<file path="src/sv/rufc_pkg.sv">
package rufc_pkg;

    localparam logic [7:0] CHAR_ZERO  = 8'd48;
    localparam logic [7:0] CHAR_COMMA = 8'd44;

    // Depth of the command queue between parser and serializer
    localparam int QDEPTH = 4;

    // Index of the units digit in the five-digit decimal form
    localparam logic [2:0] DIGIT_UNITS    = 3'd4;
    localparam logic [2:0] DIGIT_HUNDREDS = 3'd2;

    typedef logic [1:0] t_kind;

    localparam t_kind KIND_T0_HDR = 2'd0;  // byte 1 + three count digits
    localparam t_kind KIND_T0_NUM = 2'd1;  // decimal number, comma unless record done
    localparam t_kind KIND_T1_HDR = 2'd2;  // byte 0 + count low byte
    localparam t_kind KIND_T1_NUM = 2'd3;  // 16-bit big-endian number

    // One command per input transfer that produces output bytes
    typedef struct packed {
        t_kind       kind;
        logic [15:0] val;
        logic [2:0]  start;  // first decimal digit shown (leading zeros skipped)
        logic        done;   // record completes with this command
        logic        extra;  // append a zero number (two zero bytes) ending the record
    } t_cmd;

    // k times the weight of decimal digit idx (idx 0 is ten-thousands)
    function automatic logic [16:0] dec_weight(logic [2:0] idx, logic [3:0] k);
        logic [16:0] w;
        logic [33:0] p;
        unique case (idx)
            3'd0:    w = 17'd10000;
            3'd1:    w = 17'd1000;
            3'd2:    w = 17'd100;
            3'd3:    w = 17'd10;
            default: w = 17'd1;
        endcase
        p = w * {13'd0, k};
        return p[16:0];
    endfunction

    // First significant digit position of a 16-bit value
    function automatic logic [2:0] start_digit(logic [15:0] v);
        logic [2:0] s;
        priority if (v >= 16'd10000) s = 3'd0;
        else if (v >= 16'd1000)      s = 3'd1;
        else if (v >= 16'd100)       s = 3'd2;
        else if (v >= 16'd10)        s = 3'd3;
        else                         s = DIGIT_UNITS;
        return s;
    endfunction

endpackage

</file>
<file path="src/sv/rufc_front.sv">
module rufc_front (
    input  logic           i_clk,
    input  logic           i_rst_n,
    input  logic           i_accept,
    input  logic [7:0]     i_in_byte,
    input  logic           i_stream_end,
    output logic           o_cmd_push,
    output rufc_pkg::t_cmd o_cmd
);
    import rufc_pkg::*;

    localparam logic [2:0] MODE_WAIT     = 3'd0;
    localparam logic [2:0] MODE_T0_COUNT = 3'd1;
    localparam logic [2:0] MODE_T0_HIGH  = 3'd2;
    localparam logic [2:0] MODE_T0_LOW   = 3'd3;
    localparam logic [2:0] MODE_T1_COUNT = 3'd4;
    localparam logic [2:0] MODE_T1_NUM   = 3'd5;

    logic [2:0]  r_mode, n_mode;
    logic [9:0]  r_left, n_left;
    logic [9:0]  r_cnt,  n_cnt;
    logic [1:0]  r_didx, n_didx;
    logic [7:0]  r_hold, n_hold;
    logic [15:0] r_num,  n_num;

    logic        push_c;
    t_cmd        cmd_c;
    logic [9:0]  left_dec;
    logic [9:0]  cnt_new;
    logic [1:0]  didx_new;
    logic [15:0] num_new;
    logic [15:0] v;

    always_comb begin
        n_mode   = r_mode;
        n_left   = r_left;
        n_cnt    = r_cnt;
        n_didx   = r_didx;
        n_hold   = r_hold;
        n_num    = r_num;
        push_c   = 1'b0;
        cmd_c    = '0;
        left_dec = r_left - 10'd1;
        cnt_new  = r_cnt * 10'd10 + {2'b00, i_in_byte} - 10'd48;
        didx_new = r_didx + 2'd1;
        num_new  = r_num * 16'd10 + {8'h00, i_in_byte} - 16'd48;
        v        = {r_hold, i_in_byte};

        unique case (r_mode)
            MODE_T0_COUNT: begin
                push_c     = 1'b1;
                cmd_c.kind = KIND_T0_HDR;
                cmd_c.val  = {8'h00, i_in_byte};
                cmd_c.done = (i_in_byte == 8'd0);
                n_left     = {2'b00, i_in_byte};
                n_mode     = (i_in_byte == 8'd0) ? MODE_WAIT : MODE_T0_HIGH;
            end
            MODE_T0_HIGH: begin
                n_hold = i_in_byte;
                n_mode = MODE_T0_LOW;
            end
            MODE_T0_LOW: begin
                push_c      = 1'b1;
                cmd_c.kind  = KIND_T0_NUM;
                cmd_c.val   = v;
                cmd_c.start = start_digit(v);
                cmd_c.done  = (left_dec == 10'd0);
                n_left      = left_dec;
                n_mode      = (left_dec == 10'd0) ? MODE_WAIT : MODE_T0_HIGH;
            end
            MODE_T1_COUNT: begin
                n_cnt = cnt_new;
                if (didx_new == 2'd3) begin
                    n_didx     = 2'd0;
                    n_left     = cnt_new;
                    n_num      = 16'd0;
                    push_c     = 1'b1;
                    cmd_c.kind = KIND_T1_HDR;
                    cmd_c.val  = {8'h00, cnt_new[7:0]};
                    cmd_c.done = (cnt_new == 10'd0);
                    n_mode     = (cnt_new == 10'd0) ? MODE_WAIT : MODE_T1_NUM;
                end else begin
                    n_didx = didx_new;
                end
            end
            MODE_T1_NUM: begin
                if (i_in_byte == 8'd0 || i_in_byte == 8'd1) begin
                    // type byte cuts the record short and opens the next one
                    push_c     = 1'b1;
                    cmd_c.kind = KIND_T1_NUM;
                    cmd_c.val  = r_num;
                    cmd_c.done = 1'b1;
                    n_left     = left_dec;
                    n_num      = 16'd0;
                    if (i_in_byte == 8'd0) begin
                        n_mode = MODE_T0_COUNT;
                    end else begin
                        n_mode = MODE_T1_COUNT;
                        n_didx = 2'd0;
                        n_cnt  = 10'd0;
                    end
                end else if (i_in_byte == CHAR_COMMA) begin
                    push_c     = 1'b1;
                    cmd_c.kind = KIND_T1_NUM;
                    cmd_c.val  = r_num;
                    cmd_c.done = (left_dec == 10'd0);
                    n_left     = left_dec;
                    n_num      = 16'd0;
                    n_mode     = (left_dec == 10'd0) ? MODE_WAIT : MODE_T1_NUM;
                end else begin
                    n_num = num_new;
                end
            end
            default: begin
                if (i_in_byte == 8'd0) begin
                    n_mode = MODE_T0_COUNT;
                end else if (i_in_byte == 8'd1) begin
                    n_mode = MODE_T1_COUNT;
                    n_didx = 2'd0;
                    n_cnt  = 10'd0;
                end
            end
        endcase

        if (i_stream_end) begin
            // flush an open type 1 number; the pending value is zero when a
            // command was already made for this byte
            if (n_mode == MODE_T1_NUM && n_left != 10'd0) begin
                if (push_c) begin
                    cmd_c.extra = 1'b1;
                end else begin
                    push_c     = 1'b1;
                    cmd_c.kind = KIND_T1_NUM;
                    cmd_c.val  = n_num;
                    cmd_c.done = 1'b1;
                end
            end
            n_mode = MODE_WAIT;
            n_left = 10'd0;
            n_cnt  = 10'd0;
            n_didx = 2'd0;
            n_hold = 8'd0;
            n_num  = 16'd0;
        end
    end

    assign o_cmd_push = i_accept && push_c;
    assign o_cmd      = cmd_c;

    always_ff @(posedge i_clk) begin
        if (!i_rst_n) begin
            r_mode <= MODE_WAIT;
            r_left <= 10'd0;
            r_cnt  <= 10'd0;
            r_didx <= 2'd0;
            r_hold <= 8'd0;
            r_num  <= 16'd0;
        end else if (i_accept) begin
            r_mode <= n_mode;
            r_left <= n_left;
            r_cnt  <= n_cnt;
            r_didx <= n_didx;
            r_hold <= n_hold;
            r_num  <= n_num;
        end
    end

endmodule

</file>
<file path="src/sv/rufc_queue.sv">
module rufc_queue (
    input  logic           i_clk,
    input  logic           i_rst_n,
    input  logic           i_push,
    input  rufc_pkg::t_cmd i_cmd,
    output logic           o_full,
    input  logic           i_take,
    output rufc_pkg::t_cmd o_cmd,
    output logic           o_valid
);
    import rufc_pkg::*;

    localparam int PW = (QDEPTH > 1) ? $clog2(QDEPTH) : 1;
    localparam int CW = $clog2(QDEPTH + 1);

    t_cmd          r_mem [QDEPTH];
    logic [PW-1:0] r_wp, n_wp;
    logic [PW-1:0] r_rp, n_rp;
    logic [CW-1:0] r_cnt;
    logic          do_push;
    logic          do_take;

    assign o_full  = (r_cnt == CW'(QDEPTH));
    assign o_valid = (r_cnt != '0);
    assign o_cmd   = r_mem[r_rp];
    assign do_push = i_push && !o_full;
    assign do_take = i_take && o_valid;

    always_comb begin
        n_wp = (r_wp == PW'(QDEPTH - 1)) ? '0 : r_wp + PW'(1);
        n_rp = (r_rp == PW'(QDEPTH - 1)) ? '0 : r_rp + PW'(1);
    end

    always_ff @(posedge i_clk) begin
        if (!i_rst_n) begin
            r_wp  <= '0;
            r_rp  <= '0;
            r_cnt <= '0;
        end else begin
            if (do_push) r_wp <= n_wp;
            if (do_take) r_rp <= n_rp;
            if (do_push && !do_take) begin
                r_cnt <= r_cnt + CW'(1);
            end else if (do_take && !do_push) begin
                r_cnt <= r_cnt - CW'(1);
            end
        end
    end

    always_ff @(posedge i_clk) begin
        if (do_push) r_mem[r_wp] <= i_cmd;
    end

endmodule

</file>
<file path="src/sv/rufc_back.sv">
module rufc_back (
    input  logic           i_clk,
    input  logic           i_rst_n,
    input  rufc_pkg::t_cmd i_cmd,
    input  logic           i_cmd_valid,
    output logic           o_cmd_take,
    input  logic           i_pop,
    output logic           o_empty,
    output logic [7:0]     o_out_byte,
    output logic           o_run_last,
    output logic           o_record_done
);
    import rufc_pkg::*;

    localparam logic [2:0] PH_LEAD = 3'd0;
    localparam logic [2:0] PH_DIG  = 3'd1;
    localparam logic [2:0] PH_TAIL = 3'd2;
    localparam logic [2:0] PH_X0   = 3'd3;
    localparam logic [2:0] PH_X1   = 3'd4;

    logic        r_act;
    t_cmd        r_cmd;
    logic [2:0]  r_ph, n_ph;
    logic [2:0]  r_idx, n_idx;
    logic [15:0] n_val;

    logic        r_ovalid;
    logic [7:0]  r_obyte;
    logic        r_olast;
    logic        r_odone;

    logic [3:0]  dig;
    logic [16:0] sub;
    logic [7:0]  byte_c;
    logic        done_c;
    logic        last_c;
    logic        is_units;
    logic        load_out;
    logic        finish;

    // digit of the current position: largest k with k * weight <= remainder
    always_comb begin
        dig = 4'd0;
        sub = 17'd0;
        for (int k = 1; k < 10; k++) begin
            if ({1'b0, r_cmd.val} >= dec_weight(r_idx, 4'(k))) begin
                dig = 4'(k);
                sub = dec_weight(r_idx, 4'(k));
            end
        end
    end

    always_comb begin
        byte_c   = 8'h00;
        done_c   = 1'b0;
        last_c   = 1'b0;
        n_ph     = r_ph;
        n_idx    = r_idx;
        n_val    = r_cmd.val;
        is_units = (r_idx == DIGIT_UNITS);
        unique case (r_ph)
            PH_LEAD: begin
                unique case (r_cmd.kind)
                    KIND_T0_HDR: byte_c = 8'd1;
                    KIND_T1_NUM: byte_c = r_cmd.val[15:8];
                    default:     byte_c = 8'd0;
                endcase
                n_ph = (r_cmd.kind == KIND_T0_HDR) ? PH_DIG : PH_TAIL;
            end
            PH_DIG: begin
                byte_c = CHAR_ZERO + {4'h0, dig};
                done_c = is_units && r_cmd.done;
                last_c = is_units && (r_cmd.kind == KIND_T0_HDR || r_cmd.done);
                n_val  = r_cmd.val - sub[15:0];
                n_idx  = r_idx + 3'd1;
                n_ph   = is_units ? PH_TAIL : PH_DIG;
            end
            PH_TAIL: begin
                if (r_cmd.kind == KIND_T0_NUM) begin
                    byte_c = CHAR_COMMA;
                    last_c = 1'b1;
                end else begin
                    byte_c = r_cmd.val[7:0];
                    done_c = r_cmd.done;
                    last_c = !r_cmd.extra;
                end
                n_ph = PH_X0;
            end
            PH_X0: begin
                n_ph = PH_X1;
            end
            PH_X1: begin
                done_c = 1'b1;
                last_c = 1'b1;
            end
            default: begin
                last_c = 1'b1;
            end
        endcase
    end

    assign load_out   = r_act && (!r_ovalid || i_pop);
    assign finish     = load_out && last_c;
    assign o_cmd_take = i_cmd_valid && (!r_act || finish);

    always_ff @(posedge i_clk) begin
        if (!i_rst_n) begin
            r_act    <= 1'b0;
            r_ph     <= PH_LEAD;
            r_idx    <= 3'd0;
            r_ovalid <= 1'b0;
        end else begin
            if (o_cmd_take) begin
                r_act <= 1'b1;
                r_ph  <= (i_cmd.kind == KIND_T0_NUM) ? PH_DIG : PH_LEAD;
                r_idx <= (i_cmd.kind == KIND_T0_HDR) ? DIGIT_HUNDREDS : i_cmd.start;
            end else if (finish) begin
                r_act <= 1'b0;
            end else if (load_out) begin
                r_ph  <= n_ph;
                r_idx <= n_idx;
            end
            if (load_out) begin
                r_ovalid <= 1'b1;
            end else if (i_pop) begin
                r_ovalid <= 1'b0;
            end
        end
    end

    always_ff @(posedge i_clk) begin
        if (o_cmd_take) begin
            r_cmd <= i_cmd;
        end else if (load_out) begin
            r_cmd.val <= n_val;
        end
        if (load_out) begin
            r_obyte <= byte_c;
            r_olast <= last_c;
            r_odone <= done_c;
        end
    end

    assign o_empty       = !r_ovalid;
    assign o_out_byte    = r_obyte;
    assign o_run_last    = r_olast;
    assign o_record_done = r_odone;

endmodule

</file>
<file path="src/sv/record_unit_format_converter.sv">
// Record format converter: a byte stream of records goes in, the converted
// byte stream comes out.
//
// Input channel (push/full): one byte per transfer with i_stream_end marking
// the final byte. The parser takes a byte in every cycle while full is low.
// Output channel (empty/pop): one converted byte per transfer, with
// o_run_last on the last byte caused by one input byte and o_record_done on
// the byte that closes a converted record.
//
// Structure: the parser classifies each input byte and, when it causes
// output, writes one command into a 4-entry queue. The serializer expands
// each command into 1 to 6 bytes, one byte per cycle while the receiver
// pops, computing decimal digits one position a cycle, into an output
// register. An input byte's command is registered in the queue, then
// taken into the serializer, whose bytes pass the output register.
// Throughput: one output byte per cycle while the receiver pops; the
// serializer takes the next command along with the last byte of the current one.
// Reset clears parser state, queue and output register; no clearing pass.
// When the receiver stops popping, the output register holds, the
// serializer waits, the queue fills and full rises; no byte is lost.
module record_unit_format_converter (
    input  logic       i_clk,
    input  logic       i_rst_n,
    input  logic       push,
    output logic       full,
    input  logic [7:0] i_in_byte,
    input  logic       i_stream_end,
    output logic       empty,
    input  logic       pop,
    output logic [7:0] o_out_byte,
    output logic       o_run_last,
    output logic       o_record_done
);
    import rufc_pkg::*;

    logic accept;
    logic cmd_push;
    t_cmd cmd_in;
    logic q_full;
    logic q_valid;
    t_cmd q_cmd;
    logic q_take;

    // an input byte transfers when the queue has room for its command
    assign full   = q_full;
    assign accept = push && !q_full;

    rufc_front u_front (
        .i_clk        (i_clk),
        .i_rst_n      (i_rst_n),
        .i_accept     (accept),
        .i_in_byte    (i_in_byte),
        .i_stream_end (i_stream_end),
        .o_cmd_push   (cmd_push),
        .o_cmd        (cmd_in)
    );

    rufc_queue u_queue (
        .i_clk   (i_clk),
        .i_rst_n (i_rst_n),
        .i_push  (cmd_push),
        .i_cmd   (cmd_in),
        .o_full  (q_full),
        .i_take  (q_take),
        .o_cmd   (q_cmd),
        .o_valid (q_valid)
    );

    rufc_back u_back (
        .i_clk         (i_clk),
        .i_rst_n       (i_rst_n),
        .i_cmd         (q_cmd),
        .i_cmd_valid   (q_valid),
        .o_cmd_take    (q_take),
        .i_pop         (pop),
        .o_empty       (empty),
        .o_out_byte    (o_out_byte),
        .o_run_last    (o_run_last),
        .o_record_done (o_record_done)
    );

endmodule

</file>
<file path="config.mk">
export PLATFORM = sky130hd
export DESIGN_NAME = record_unit_format_converter
export DESIGN_NICKNAME = d
export VERILOG_FILES = /design/src/sv/rufc_pkg.sv /design/src/sv/rufc_front.sv /design/src/sv/rufc_queue.sv /design/src/sv/rufc_back.sv /design/src/sv/record_unit_format_converter.sv
export SDC_FILE = /design/constraint.sdc
export NUM_CORES = 1
export LEC_CHECK = 0
export ABC_AREA = 0
export BUFFER_PORTS_ARGS = -buffer_cell sky130_fd_sc_hd__buf_2
export CAP_MARGIN = 5
export CELL_PAD_IN_SITES_DETAIL_PLACEMENT = 0
export CELL_PAD_IN_SITES_GLOBAL_PLACEMENT = 2
export CORE_MARGIN = 5
export CORE_UTILIZATION = 45
export CTS_CLUSTER_SIZE = 28
export DETAILED_ROUTE_END_ITERATION = 16
export PLACE_DENSITY_LB_ADDON = 0.1
export SYNTH_ARGS = -nofsm -noshare
export SYNTH_HDL_FRONTEND = slang
export SYNTH_SLANG_ARGS = --single-unit
</file>
<file path="constraint.sdc">
create_clock -name i_clk -period 25.4 [get_ports i_clk]
set_clock_uncertainty 0.05 [all_clocks]
set_input_delay 2.54 -clock i_clk [delete_from_list [all_inputs] [get_ports i_clk]]
set_output_delay 2.54 -clock i_clk [all_outputs]
set_load 0.1 [all_outputs]
</file>
==> results of run 1 <==
==> metal layers <==
metal	share of wire, %	wire length (microns)
met2	49	25200
met3	3.9	1990
met5	0	0
met4	3.0	1530
met1	44	22500
==> flip-flops by register name (all words and copies together), names as in the netlist, 2 cells and up, named ones only <==
name and count:
u_queue.r_wp 2, u_back.o_out_byte 8, u_front.r_left 10, u_front.r_hold 8
u_front.r_mode 3, u_queue.r_mem 92, u_back.r_cmd 20, u_front.r_num 16
u_queue.r_rp 2, u_front.r_didx 2, u_back.r_idx 3, u_queue.r_cnt 3
u_back.r_ph 3, u_front.r_cnt 9
==> logic make-up after synthesis <==
logic type,Yosys count
adder cells (fa/ha/maj),254
XOR/XNOR,73
AO/OA/AOI/OAI,538
other,2
AND/OR/NAND/NOR,530
flip-flops,187
buffers and inverters,196
multiplexers,28
==> cell usage in the layout, fill, tap and decap left out, types with 43 or more instances in the layout <==
cell type  instances
inv_1            132
nand2_1          125
ha_1             239
nor2_1           118
o21ai_0          112
a21oi_1          113
xnor2_1           43
a22oi_1           55
nor3_1            49
nor2b_1           54
edfxtp_1         122
dfxtp_1           65
==> final cells by class <==
class	instances	area (sq um)	share of cell area [%]
clock buffers	17	425	2.38
well taps	468	586	3.28
multi-input cells	1426	10800	60.6
clock inverters	15	208	1.16
repair buffers	55	353	1.97
inverters	136	510	2.86
flip-flops and latches	187	4960	27.8
==> path summary, 6_finish.rpt <==
check	from	end	slack (ps)
max	u_back.r_idx[1]	u_back.r_cmd[19]	14690
min	u_back.r_act	u_back.r_ovalid	450
max reg2reg	u_back.r_idx[1]	u_back.r_cmd[19]	14690
min reg2reg	u_back.r_act	u_back.r_ovalid	450
==> metrics by stage <==
stage	cells	worst slack (ps)	utilization [%]
6_report	2304	14690	49.0
4_1_cts	2304	14860	49.0
3_5_place_dp	2272	14930	47.3
5_1_grt	2304	13730	49.0
2_1_floorplan	1809	16670	-
3_3_place_gp	2272	15260	47.3
==> out/results.tsv, run 1 <==
metric	value	unit
GPL Wtd Cong	0.971	
Worst Tran Pin Value	1190	ps
setup bufs post-CTS	0	
DRT Wirelength	51300	microns
main combinational cell family by area after synthesis	compound AO/OA/AOI/OAI gates	
Die Ht	202	microns
slowest stage cell, crit path	nor2_1	
maximum number of pins on one net before global-route repair	66	
Min Hold Slack	447	ps
Finish-stage setup viols	0	
FILL cells	3463	
Core ar.	0.0364	sq mm
clock latency on the worst-skew pair	460	ps
Bufs on Longest Clock Path	2	
ant diodes	0	
GR Overflow Total	0	
Mean Syn Cell Area	9.13	sq um
Final Hold Vio Count	0	
Rows	70	
HP Class	reg2reg	
worst path required time	25640	ps
Async SR Flop Fraction	0	%
share of cells above drive strength 1	7.41	%
hold depth	1	
final instance area	0.0179	sq mm
CP most frequent cell	ha_1	
Max-Cap Viols	0	
GR Layer Usage met1	31.9	%
first-pass GRT wire length	80100	microns
met2 Usage GRT	43.5	%
GR Util met3	2.80	%
H-tree levels	4	
R2R depth	34	
crit share post-route	42.2	%
Initial Utilization	45.3	%
slowest stage delay, CP	740	ps
synth cell count leaders	ha_1, inv_1, nand2_1	
min Tclk post-route	10710	ps
routed vias/inst	6.14	
Worst-path clk slew	80	ps
Mapped Area	0.0165	sq mm
DR WL/cell	22.3	microns
library cells used by synthesis	83	
adder-cell share of the synthesized area	19.9	%
post-synthesis xor/xnor area fraction	4.04	%
Post-synth EDFFs	122	
# DRC	0	
Synth Area in Simple Gates	16.2	%
fin. max-slew vios	0	
Arrival @ worst endpoint	10950	ps
Buf+Inv Stages, Crit Path	4	
most common cell in the netlist	ha_1	
crit path launch type	flop	
Post-Syn Instances	1808	
endpoint type of the worst setup path	flop	
CP Max Fanout	15	
CTS Hold Buffers Added	0	
RSZ-0062 raised after global routing	false	
DR vias	14200	
Synth area leader	edfxtp_1	
TNS Setup	0	ps
mux cell area share after synthesis	3.44	%
crit path kind	reg2reg	
Rel. slew slack	19.4	%
die area	0.0406	sq mm
Die W	202	microns
Area contributors post-synth	edfxtp_1, ha_1, dfxtp_1	
synthesized flop and latch total	187	
Synth top area share	22.2	%
Worst path top cell family by delay	compound AO/OA/AOI/OAI gates	
vias in the first global route	13900	
Num Clock Sinks	187	
fin nets	2089	
FMAX	93.4	MHz
CTS Buf Count	17	
Ys Warns	0	
Root Buffer	clkbuf_16	
Crit path depth	34	
CTS tree	done	
GRT Overall Usage	24.8	%
Post-DRT Antenna Nets	0	
synthesis-to-layout area growth	8.24	%
status	finished, final reports clean	
DP Area	0.0172	sq mm
initial antenna violation count	0	
Synth Area in Compound Gates	21.8	%
Seq/Total Area, Yosys	30.1	%
1st-iter DRT viols	974	
detailed placement HPWL	39700	microns
IO Pins	25	
Pre-Repair DR Iteration Count	6	
Port Buf Inserts	24	
PostCTS Resize Cnt	0	
Top FF cell, synth	edfxtp_1	
global routing's busiest layer	met2	
Power of run 1 is left out: the tool's default activity adds up to more than one toggle a clock period on the data nets, which glitch-free logic cannot reach.
==> run 2, diff against run 1 <==
Settings changed: CORE_UTILIZATION 45 to 38.
Clock period 25.4 ns to 8.6 ns, I/O delays scaled along.
==> run 2 against run 1 <==
Core utilization fell by 6.8 points; non-clock buffer count rose by 19; sequential share of layout area shrank 0.46 points; die area rose by 17%; register-to-register slack got worse by 14000 ps; final cell count up 5.9%; worst setup slack got worse by 14000 ps; critical endpoint unchanged; highest routed layer unchanged.
==> out/results.tsv, run 2 (synthesis results as in run 1) <==
metric	value	unit	change
status	finished, final reports clean		unchanged
1st-iter DRT viols	953		was 974
initial antenna violation count	0		unchanged
Max-Cap Viols	0		unchanged
Die Ht	218	microns	was 202 microns
flop2flop setup slack	570	ps	was 14,690 ps
GR Overflow Total	0		unchanged
Root Buffer	clkbuf_16		unchanged
first-pass GRT wire length	84500	microns	was 80,100 microns
Core ar.	0.0430	sq mm	was 0.0364 sq mm
Die W	218	microns	was 202 microns
vias in the first global route	14100		was 13,900
Pre-Repair DR Iteration Count	5		was 6
R2R Path Start	u_back.r_idx[0]		was u_back.r_idx[1]
final instance area	0.0182	sq mm	was 0.0179 sq mm
crit path launch type	flop		unchanged
maximum number of pins on one net before global-route repair	66		unchanged
Buf+Inv Stages, Crit Path	4		unchanged
clock latency on the worst-skew pair	460	ps	about the same
WHS Endpoint	u_back.r_ovalid		unchanged
IO Pins	25		unchanged
DP Area	0.0175	sq mm	was 0.0172 sq mm
FMAX	124	MHz	was 93.4 MHz
min Tclk post-route	8030	ps	was 10,710 ps
R2R depth	36		was 34
setup bufs post-CTS	0		unchanged
Rows	76		was 70
Worst path top cell family by delay	compound AO/OA/AOI/OAI gates		unchanged
H-tree levels	4		unchanged
R2R Path End	u_back.r_cmd[19]		unchanged
synthesis-to-layout area growth	10.1	%	was 8.24%
crit share post-route	93.4	%	was 42.2%
crit path kind	reg2reg		unchanged
Worst-path clk slew	80	ps	about the same
TNS Setup	0	ps	unchanged
hold depth	1		unchanged
max reg flops	92		unchanged
Port Buf Inserts	24		unchanged
HP Class	reg2reg		unchanged
DR WL/cell	22.2	microns	was 22.3 microns
Worst Tran Pin Value	1140	ps	was 1190 ps
CP startpoint	u_back.r_idx[0]		was u_back.r_idx[1]
Final Hold Vio Count	0		unchanged
Initial Utilization	38.4	%	was 45.3%
fin. max-slew vios	0		unchanged
Post-DRT Antenna Nets	0		unchanged
GPL Wtd Cong	0.908		was 0.971
DRT Wirelength	54200	microns	was 51,300 microns
worst path required time	8840	ps	was 25,640 ps
ant diodes	0		unchanged
most common cell after layout, fill and taps aside	ha_1		unchanged
hold path startpoint	u_back.r_act		unchanged
GRT Overall Usage	23.0	%	was 24.8%
die area	0.0477	sq mm	was 0.0406 sq mm
Num Clock Sinks	187		unchanged
Largest regs	u_queue.r_mem: 92 flops, u_back.r_cmd: 20 flops, u_front.r_num: 16 flops		unchanged
routed vias/inst	5.74		was 6.14
FILL cells	4344		was 3,463
Arrival @ worst endpoint	8270	ps	was 10,950 ps
DR vias	14000		was 14,200
CP most frequent cell	ha_1		unchanged
most flop-heavy register	u_queue.r_mem		unchanged
CP Max Fanout	6		was 15
slowest stage delay, CP	500	ps	was 740 ps
detailed placement HPWL	41900	microns	was 39,700 microns
Rel. slew slack	23.9	%	was 19.4%
most frequent cells in the layout	ha_1, inv_1, nand2_1, edfxtp_1, nor2_1		unchanged
post-layout util	42.3	%	was 49.0%
CTS Hold Buffers Added	0		unchanged
endpoint type of the worst setup path	flop		unchanged
fin nets	2108		was 2,089
CTS Buf Count	17		unchanged
Bufs on Longest Clock Path	2		unchanged
Finish-stage setup viols	0		unchanged
slowest stage cell, crit path	nor2_1		unchanged
CTS tree	done		unchanged
share of cells above drive strength 1	9.22	%	was 7.41%
PostCTS Resize Cnt	0		unchanged
Min Hold Slack	451	ps	was 447 ps
# DRC	0		unchanged
-- run 2: changes by cell type in the layout (fill, tap and decap cells not counted), sizes merged --
cell      delta
buf         +19
bufinv       -1
clkinvlp     +3
inv          -3
clkinv       +1
-- run 2: final cells by class --
class	instances	area (sq um)	area share [%]
Multi-Input combinational cell	1426	10900	60.0
Sequential cell	187	4960	27.3
Tap cell	585	732	4.03
Inverter	136	510	2.81
Timing Repair Buffer	74	495	2.73
Clock buffer	17	425	2.34
Clock inverter	15	134	0.737
-- run 2: how the worst max path moves through the flow --
| stage | endpoint | cells after the start |
|---|---|---|
| 5_1_grt | u_back.r_cmd[20] | 39 |
| 6_report | u_back.r_cmd[19] | 36 |
| 4_1_cts | u_back.r_cmd[19] | 37 |
| 3_5_place_dp | u_back.r_cmd[20] | 37 |
| 2_1_floorplan | u_back.r_cmd[19] | 34 |
| 3_3_place_gp | u_back.r_cmd[20] | 37 |
-- run 2: metal layers --
metal	vias to the layer above	routed length, microns	GRT usage (%)
met5	-	0	0
met4	0	1720	7.54
met3	98	1810	3.21
li1	6842	-	-
met2	309	26600	39.9
met1	6764	24000	29.6
-- run 2: worst register-to-register path: cells and delay by family, from the launching register on --
kind | cells | cell delay [ps]
AOI/OAI and AO/OA | 19 | 4010
adders and majority gates | 6 | 1660
buffers and inverters | 4 | 560
DFF | 1 | 370
and+or+nand+nor | 7 | 1220
-- run 2: metrics by stage --
stage | cells | setup WS (ps)
after floorplan | 1809 | 21.6
after global placement | 2408 | 331
after detailed placement | 2408 | 153
after CTS | 2440 | 119
after global routing | 2440 | -9.48
final | 2440 | 567
Power of run 2 is left out for the same reason.
